[config.mk]
export PLATFORM = sky130hd
export DESIGN_NAME = pixel_color_filter
export DESIGN_NICKNAME = d
export VERILOG_FILES = /design/src/design/pcf_pkg.sv /design/src/design/pixel_color_filter.sv
export SDC_FILE = /design/constraint.sdc
export NUM_CORES = 2
export LEC_CHECK = 0
export ABC_AREA = 1
export BUFFER_PORTS_ARGS = -buffer_cell sky130_fd_sc_hd__buf_2
export CAP_MARGIN = 20
export CORE_MARGIN = 3
export CORE_UTILIZATION = 50
export CTS_CLUSTER_SIZE = 16
export DETAILED_ROUTE_END_ITERATION = 12
export PLACE_DENSITY = 0.75
export SKIP_CTS_REPAIR_TIMING = 1
export SYNTH_ARGS = -nofsm -noshare
export SYNTH_HDL_FRONTEND = slang
export SYNTH_SLANG_ARGS = --single-unit
[constraint.sdc]
create_clock -name clk -period 9 [get_ports clk]
set_clock_uncertainty 0.1 [all_clocks]
set_input_delay 0.9 -clock clk [delete_from_list [all_inputs] [get_ports clk]]
set_output_delay 0.9 -clock clk [all_outputs]
set_load 0.005 [all_outputs]
[src/design/pcf_pkg.sv]
`timescale 1ns / 1ps

package pcf_pkg;

    typedef enum logic [2:0] {
        MODE_POSTERIZE = 3'd0,
        MODE_NEGATIVE  = 3'd1,
        MODE_SEPIA     = 3'd2,
        MODE_GREY      = 3'd3,
        MODE_PASS      = 3'd4
    } mode_t;

    typedef struct packed {
        logic [7:0] blue_in;
        logic [7:0] green_in;
        logic [7:0] red_in;
        logic [7:0] alpha_in;
    } pixel_in_t;

    typedef struct packed {
        logic [7:0] blue_out;
        logic [7:0] green_out;
        logic [7:0] red_out;
        logic [7:0] alpha_out;
    } pixel_out_t;

    localparam int unsigned NUM_CHAN = 3;
    localparam int unsigned SUM_W    = 19;
    localparam int unsigned Q0_W     = 10;

    // lane order: blue, green, red; columns: red, green, blue weights in thousandths
    localparam logic [9:0] SEPIA_K [NUM_CHAN][NUM_CHAN] = '{
        '{10'd272, 10'd534, 10'd131},
        '{10'd349, 10'd686, 10'd168},
        '{10'd389, 10'd769, 10'd189}
    };

    localparam logic [10:0] DIV1000_MUL = 11'd1048;
    localparam logic [9:0]  DIV3_MUL    = 10'd683;
    localparam logic [5:0]  DIV25_MUL   = 6'd41;
    localparam logic [9:0]  THOUSAND    = 10'd1000;
    localparam logic [4:0]  POST_STEP   = 5'd25;
    localparam logic [7:0]  CHAN_MAX    = 8'd255;

endpackage

[src/design/pixel_color_filter.sv]
`timescale 1ns / 1ps
// pixel color filter: one BGRA pixel in, one filtered BGRA pixel out.
// input channel in_valid / in_ready / in_data, output channel out_valid /
// out_ready / out_data; a transfer happens when valid and ready are both high.
// cfg_we / cfg_data write the filter mode (0 posterize, 1 negative, 2 sepia,
// 3 grey, other codes pass the pixel through); write only while the pipe is
// empty. the mode is sampled with each pixel as it enters.
// four register stages: input capture, sepia products and sums, reciprocal
// multiplies, correction, saturation and mode select into the output register.
// a pixel moves from the input capture register through the sums and
// multiply registers into out_data, held in place while the receiver stalls.
// throughput: one pixel per clock unless stalled; every stage holds one pixel.
// reset (rst_n low, asynchronous) empties the pipe and sets the mode to
// pass through.
// when out_valid is high and out_ready low the whole pipe holds and in_ready
// drops; nothing is lost or repeated. alpha always passes unchanged.
module pixel_color_filter
    import pcf_pkg::*;
(
    input  logic       clk,
    input  logic       rst_n,
    input  logic       cfg_we,
    input  logic [2:0] cfg_data,
    input  logic       in_valid,
    output logic       in_ready,
    input  pixel_in_t  in_data,
    output logic       out_valid,
    input  logic       out_ready,
    output pixel_out_t out_data
);

    mode_t mode_reg;
    logic  advance;

    logic       valid_s1_reg;
    mode_t      mode_s1_reg;
    logic [7:0] chan_s1_reg [NUM_CHAN];
    logic [7:0] alpha_s1_reg;

    logic             valid_s2_reg;
    mode_t            mode_s2_reg;
    logic [7:0]       chan_s2_reg [NUM_CHAN];
    logic [7:0]       alpha_s2_reg;
    logic [SUM_W-1:0] sep_sum_s2_reg [NUM_CHAN];
    logic [SUM_W-1:0] sep_sum_s2_next [NUM_CHAN];
    logic [9:0]       grey_sum_s2_reg;
    logic [9:0]       grey_sum_s2_next;
    logic [3:0]       post_q_s2_reg [NUM_CHAN];
    logic [3:0]       post_q_s2_next [NUM_CHAN];

    logic             valid_s3_reg;
    mode_t            mode_s3_reg;
    logic [7:0]       chan_s3_reg [NUM_CHAN];
    logic [7:0]       alpha_s3_reg;
    logic [SUM_W-1:0] sep_sum_s3_reg [NUM_CHAN];
    logic [Q0_W-1:0]  sep_q0_s3_reg [NUM_CHAN];
    logic [Q0_W-1:0]  sep_q0_s3_next [NUM_CHAN];
    logic [7:0]       grey_s3_reg;
    logic [7:0]       grey_s3_next;
    logic [7:0]       post_s3_reg [NUM_CHAN];
    logic [7:0]       post_s3_next [NUM_CHAN];

    logic       out_valid_reg;
    pixel_out_t out_reg;
    pixel_out_t out_next;

    assign advance   = !out_valid_reg || out_ready;
    assign in_ready  = advance;
    assign out_valid = out_valid_reg;
    assign out_data  = out_reg;

    always_ff @(posedge clk or negedge rst_n)
    begin
        if (!rst_n)
        begin
            mode_reg      <= MODE_PASS;
            valid_s1_reg  <= 1'b0;
            valid_s2_reg  <= 1'b0;
            valid_s3_reg  <= 1'b0;
            out_valid_reg <= 1'b0;
        end
        else
        begin
            if (cfg_we)
            begin
                mode_reg <= mode_t'(cfg_data);
            end
            if (advance)
            begin
                valid_s1_reg  <= in_valid;
                valid_s2_reg  <= valid_s1_reg;
                valid_s3_reg  <= valid_s2_reg;
                out_valid_reg <= valid_s3_reg;
            end
        end
    end

    // sepia sums, grey sum, posterize quotients
    always_comb
    begin
        for (int i = 0; i < NUM_CHAN; i++)
        begin
            sep_sum_s2_next[i] = SUM_W'(chan_s1_reg[2]) * SUM_W'(SEPIA_K[i][0])
                               + SUM_W'(chan_s1_reg[1]) * SUM_W'(SEPIA_K[i][1])
                               + SUM_W'(chan_s1_reg[0]) * SUM_W'(SEPIA_K[i][2]);
            post_q_s2_next[i]  = 4'((14'(chan_s1_reg[i]) * 14'(DIV25_MUL)) >> 10);
        end
        grey_sum_s2_next = 10'(chan_s1_reg[0]) + 10'(chan_s1_reg[1]) + 10'(chan_s1_reg[2]);
    end

    // reciprocal multiplies, posterize step multiply
    always_comb
    begin
        for (int i = 0; i < NUM_CHAN; i++)
        begin
            sep_q0_s3_next[i] = Q0_W'((30'(sep_sum_s2_reg[i]) * 30'(DIV1000_MUL)) >> 20);
            post_s3_next[i]   = 8'(post_q_s2_reg[i]) * 8'(POST_STEP);
        end
        grey_s3_next = 8'((20'(grey_sum_s2_reg) * 20'(DIV3_MUL)) >> 11);
    end

    // sepia correction and saturation, mode select
    always_comb
    begin
        logic [SUM_W-1:0] rem;
        logic [Q0_W-1:0]  q;
        logic [7:0]       sep_sat [NUM_CHAN];
        logic [7:0]       res [NUM_CHAN];
        for (int i = 0; i < NUM_CHAN; i++)
        begin
            rem = sep_sum_s3_reg[i] - SUM_W'(SUM_W'(sep_q0_s3_reg[i]) * SUM_W'(THOUSAND));
            q   = sep_q0_s3_reg[i] + Q0_W'(rem >= SUM_W'(THOUSAND));
            sep_sat[i] = (q > Q0_W'(CHAN_MAX)) ? CHAN_MAX : q[7:0];
            case (mode_s3_reg)
                MODE_POSTERIZE: res[i] = post_s3_reg[i];
                MODE_NEGATIVE:  res[i] = ~chan_s3_reg[i];
                MODE_SEPIA:     res[i] = sep_sat[i];
                MODE_GREY:      res[i] = grey_s3_reg;
                default:        res[i] = chan_s3_reg[i];
            endcase
        end
        out_next.blue_out  = res[0];
        out_next.green_out = res[1];
        out_next.red_out   = res[2];
        out_next.alpha_out = alpha_s3_reg;
    end

    always_ff @(posedge clk)
    begin
        if (advance)
        begin
            mode_s1_reg    <= mode_reg;
            chan_s1_reg[0] <= in_data.blue_in;
            chan_s1_reg[1] <= in_data.green_in;
            chan_s1_reg[2] <= in_data.red_in;
            alpha_s1_reg   <= in_data.alpha_in;

            mode_s2_reg     <= mode_s1_reg;
            chan_s2_reg     <= chan_s1_reg;
            alpha_s2_reg    <= alpha_s1_reg;
            sep_sum_s2_reg  <= sep_sum_s2_next;
            grey_sum_s2_reg <= grey_sum_s2_next;
            post_q_s2_reg   <= post_q_s2_next;

            mode_s3_reg    <= mode_s2_reg;
            chan_s3_reg    <= chan_s2_reg;
            alpha_s3_reg   <= alpha_s2_reg;
            sep_sum_s3_reg <= sep_sum_s2_reg;
            sep_q0_s3_reg  <= sep_q0_s3_next;
            grey_s3_reg    <= grey_s3_next;
            post_s3_reg    <= post_s3_next;

            out_reg <= out_next;
        end
    end

endmodule

* Yosys cells after proc, flatten, opt, wreduce, memory -nomap -nowiden
Cells that the tools add are included.
Storage, ports and cells: flip-flop bits (word level) 342, input port bits 40, output and inout port bits 34, word-level logic and storage cells 98
Operators by class: $add $sub $neg 14, multiply operators 22, $lt $le $gt $ge 6, eq/ne operators 3, mux-type cells 6, bitwise logic cells 3, reductions and logical operators 3
Operators by type and width (count):
- case mux 8 bit (4 select lines) | 3
- multiplier 19 x 8 -> 27 bit, second input constant | 3
- multiplier 8 x 9 -> 17 bit, second input constant | 4
- adder 17 x 18 -> 19 bit | 3
- adder 19 x 16 -> 19 bit | 3
- greater-or-equal comparator 19 x 10 -> 1 bit, second input constant | 3
- subtractor 19 bit | 3
- multiplier 10 x 7 -> 16 bit, second input constant | 3
- multiplier 8 x 6 -> 14 bit, second input constant | 3
- multiplier 8 x 8 -> 16 bit, second input constant | 2
- adder 10 x 1 -> 10 bit | 3
- > comparator 10 x 8 -> 1 bit, second input constant | 3
- multiplier 8 x 5 -> 13 bit, second input constant | 2
- multiplier 4 x 5 -> 8 bit, second input constant | 3
- two-way mux 8 bit | 3
- NOT 8 bit | 3
- multiplier 10 x 10 -> 19 bit, second input constant | 1
- multiplier 8 x 10 -> 18 bit, second input constant | 1
- adder 9 x 8 -> 10 bit | 1
- adder 8 x 8 -> 9 bit | 1
- equality test 3 x 2 -> 1 bit, second input constant | 2
- equality test 3 x 1 -> 1 bit, second input constant | 1
- zero test 3 bit | 1
- zero test 1 bit | 1
- logical OR 1 bit | 1

* Depth between registers and ports, before layout
depth after elaboration 7, depth in mapped cells 37, mapped depth without buffers 37

* Least setup slack after synthesis
Ideal clock, no wire load.
path kind input-to-reg, from input out_ready, to register valid_s1_reg, library setup time 0.103 ns, arrival time 8.965 ns, required time 8.797 ns, path slack -0.168 ns, cell stages on the path 3, buffers on the path 0, cell sequence inv_1 -> nand2_1 -> mux2_2
Between the ends: word-level cells in the longest chain between the ends 1
Ends and longest elaborated chain:
- start: declaration | RTL line pixel_color_filter.sv:28 | input logic out_ready,
- logical OR 1 bit | RTL line pixel_color_filter.sv:67 | assign advance = !out_valid_reg || out_ready;
- via in_ready | RTL line pixel_color_filter.sv:25 | output logic in_ready,
- end signal: assignment | RTL line pixel_color_filter.sv:90 | valid_s1_reg <= in_valid;
- end: declaration | RTL line pixel_color_filter.sv:35 | logic valid_s1_reg;
The timed path passes the listed nets, and every way through them passes these cells. A chain may end at the register's enable or synchronous reset.

==> impl_metrics.yaml <==
setup_path:
  startpoint: "chan_s1_reg[15]"
  cp.buffers_inverters: 4
  crit_fanout: 12
  crit-reg2reg-launch: "chan_s1_reg[15]"
  end_kind: "register"
  required_ns: 9.24
  cp_slowest_stage_delay_ns: 0.61
  cpMostUsedCell: "fa_1"
  cp.arrival_ns: 7.94
  cp_top_family: "adder cells"
  crit_type: "reg -> reg"
  start_kind: "register"
  crit_path_top_delay_cell: "edfxtp_1"
cts:
  cts_tree: "built"
  cts-buffers-inserted: 40
  clockRootBuffer: "clkbuf_16"
  cts-htree-levels: 2
  worstSkewPairLatency_ns: 0.59
  cts_sinks: 334
  clkSlewWorstSetupHoldPaths_ns: 0.06
  clockBufferDepth: 3
synth:
  synth_area_um2: 39200
  yosysWarnings: 0
  ys.flop_type: "edfxtp_1"
  synth_area_per_cell_um2: 9.37
  netlist_instances: 4183
  synth.distinct_cells: 48
  synth_nets: 5336
  synth_area_leaders: "edfxtp_1 25%, ha_1 25%, fa_1 17%"
  ys_ff_latch: 334
  yosysMostFrequentCell: "inv_1"
  yosys.area.top_type: "edfxtp_1"
  synth-edff-count: 327
  async_flop_share: 0.0210
  netlist_top_cells_count: "958 x inv_1, 779 x ha_1, 583 x nand2_1"
  synth_top_area_share: 0.251
  seq_area_frac_synth: 0.255
timing:
  worst_slew_pin_slew_ns: 1.05
  period_needed_ns: 7.70
  finalSetupViolations: 0
  relSlewSlack: 0.297
  min_period_over_period: 0.855
  drv_slew: 0
  tns_ns: 0
  finalHoldViolations: 0
  rsz0062_at_grt: "false"
  fmax_ghz: 0.130
drt:
  detailedRoute.firstPassIterationCount: 5
  totalWireLength_um: 91800
  first_iter_violations: 1759
  post_drt_wl_per_cell_um: 17.1
  ant_nets: 0
  drcViolationCount: 0
  via_per_inst: 5.30
  dr_total_vias: 28500
finish:
  antenna_cells: 0
  area_growth_pct: 8.07
  post-route-util: 0.546
  drive_gt1_frac: 0.0473
  nets: 5459
  largest_register_ffs: 55
global_route:
  overflow: 0
  grt_first_pass_wirelength_um: 149000
  grt_use_total: 0.229
  grt_pass1_vias: 28900
  grt_max_degree: 79
  antenna_found_initial: 1
floorplanning:
  die_area_um2: 81800
  start_util: 0.505
  ios: 74
  core_um2: 77600
  die_h_um: 286
  rows: 102
  die_w_um: 286
placement:
  io_buffers: 73
  dp.final_hpwl_um: 74900
  gp_congestion: 0.927
hold_path:
  hold_path.class: "in -> async"
flow_run:
  maxCapViolCount: 0
run_status:
  status: "complete, no violations"
-- cells by family after synthesis --
logic type               share of synthesized area
flip-flops                                   0.255
multiplexers                               0.00144
buffers and inverters                       0.0939
AND/OR/NAND/NOR                              0.115
adder cells (fa/ha/maj)                      0.419
AO/OA/AOI/OAI                               0.0707
XOR/XNOR                                    0.0449
-- path summary, 6_finish.rpt --
| path | depth (start not counted) | endpoint | slack, ns |
|---|---|---|---|
| worst max-delay path | 26 | sep_sum_s2_reg[37] | 1.30 |
| worst min-delay path | 1 | valid_s1_reg | 0.03 |
| worst max register to register | 26 | sep_sum_s2_reg[37] | 1.30 |
| worst min register to register | 0 | chan_s3_reg[12] | 0.30 |
| max in group asynchronous | 1 | mode_reg[2] | 8.55 |
| min in group clk | 0 | chan_s3_reg[12] | 0.30 |
-- through the flow --
step	instance area, um2	std cells	hold slack (ns)	worst slack, ns
3_5_place_dp	41000	5304	0.305	1.30
4_1_cts	42300	5376	0.00741	1.31
6_report	42300	5376	0.0291	1.30
2_1_floorplan	39200	4183	0.300	1.79
5_1_grt	42300	5376	0.0261	0.918
3_3_place_gp	41000	5304	0.300	1.33
-- routing by layer --
layer | track usage | up-vias | share of wire
met5 | 0 | - | 0.00014
met4 | 0.0697 | 2 | 0.032
met3 | 0.0296 | 159 | 0.051
met2 | 0.384 | 680 | 0.47
met1 | 0.309 | 13700 | 0.45
li1 | - | 13900 | -
-- layout by cell type (no fill, tap or decap), types with 5 or more instances in the layout --
master and count:
clkbuf_1 6, inv_1 958, ha_1 779, mux2_2 5
edfxtp_1 327, o21ai_1 10, clkinv_1 6, buf_2 73
o21bai_1 17, a21oi_1 207, a211oi_1 5, a21o_1 24
dfrtp_1 6, or2_2 5, o21ai_0 129, nand2_2 7
nand3_1 182, nor2_1 206, nand3b_1 11, fa_1 334
a31oi_1 57, o21a_1 5, nor3_1 17, nor4_1 7
bufinv_16 6, a21boi_2 8, nand4_1 33, clkbuf_16 40
xor2_1 131, buf_4 23, nand2_1 582, xnor2_1 70
-- worst reg2reg max path, cell delays in order (launching register included) --
cell,delay [ns]
edfxtp_1,0.61
fa_1,0.57
inv_1,0.05
fa_1,0.50
fa_1,0.53
inv_1,0.06
fa_1,0.48
ha_1,0.36
a21oi_1,0.18
o21ai_1,0.08
a21oi_1,0.24
xnor2_1,0.17
ha_1,0.25
inv_1,0.09
fa_1,0.44
fa_1,0.49
inv_1,0.05
fa_1,0.50
fa_1,0.50
ha_1,0.37
a21oi_1,0.20
o21ai_0,0.14
nand2_1,0.09
nand4_1,0.13
nand2_1,0.09
nand2_1,0.06
xor2_1,0.14
-- area by class of cell --
type | count | area (um2)
Inverter | 962 | 3610
Sequential cell | 334 | 10000
Clock buffer | 46 | 1020
Clock inverter | 26 | 352
Timing Repair Buffer | 96 | 538
Tap cell | 1040 | 1300
Fill cell | 6889 | 35300
Multi-Input combinational cell | 2872 | 25500
Power is not shown: default switching activity piles up to over one toggle a cycle in this logic, so the estimate is an artifact.
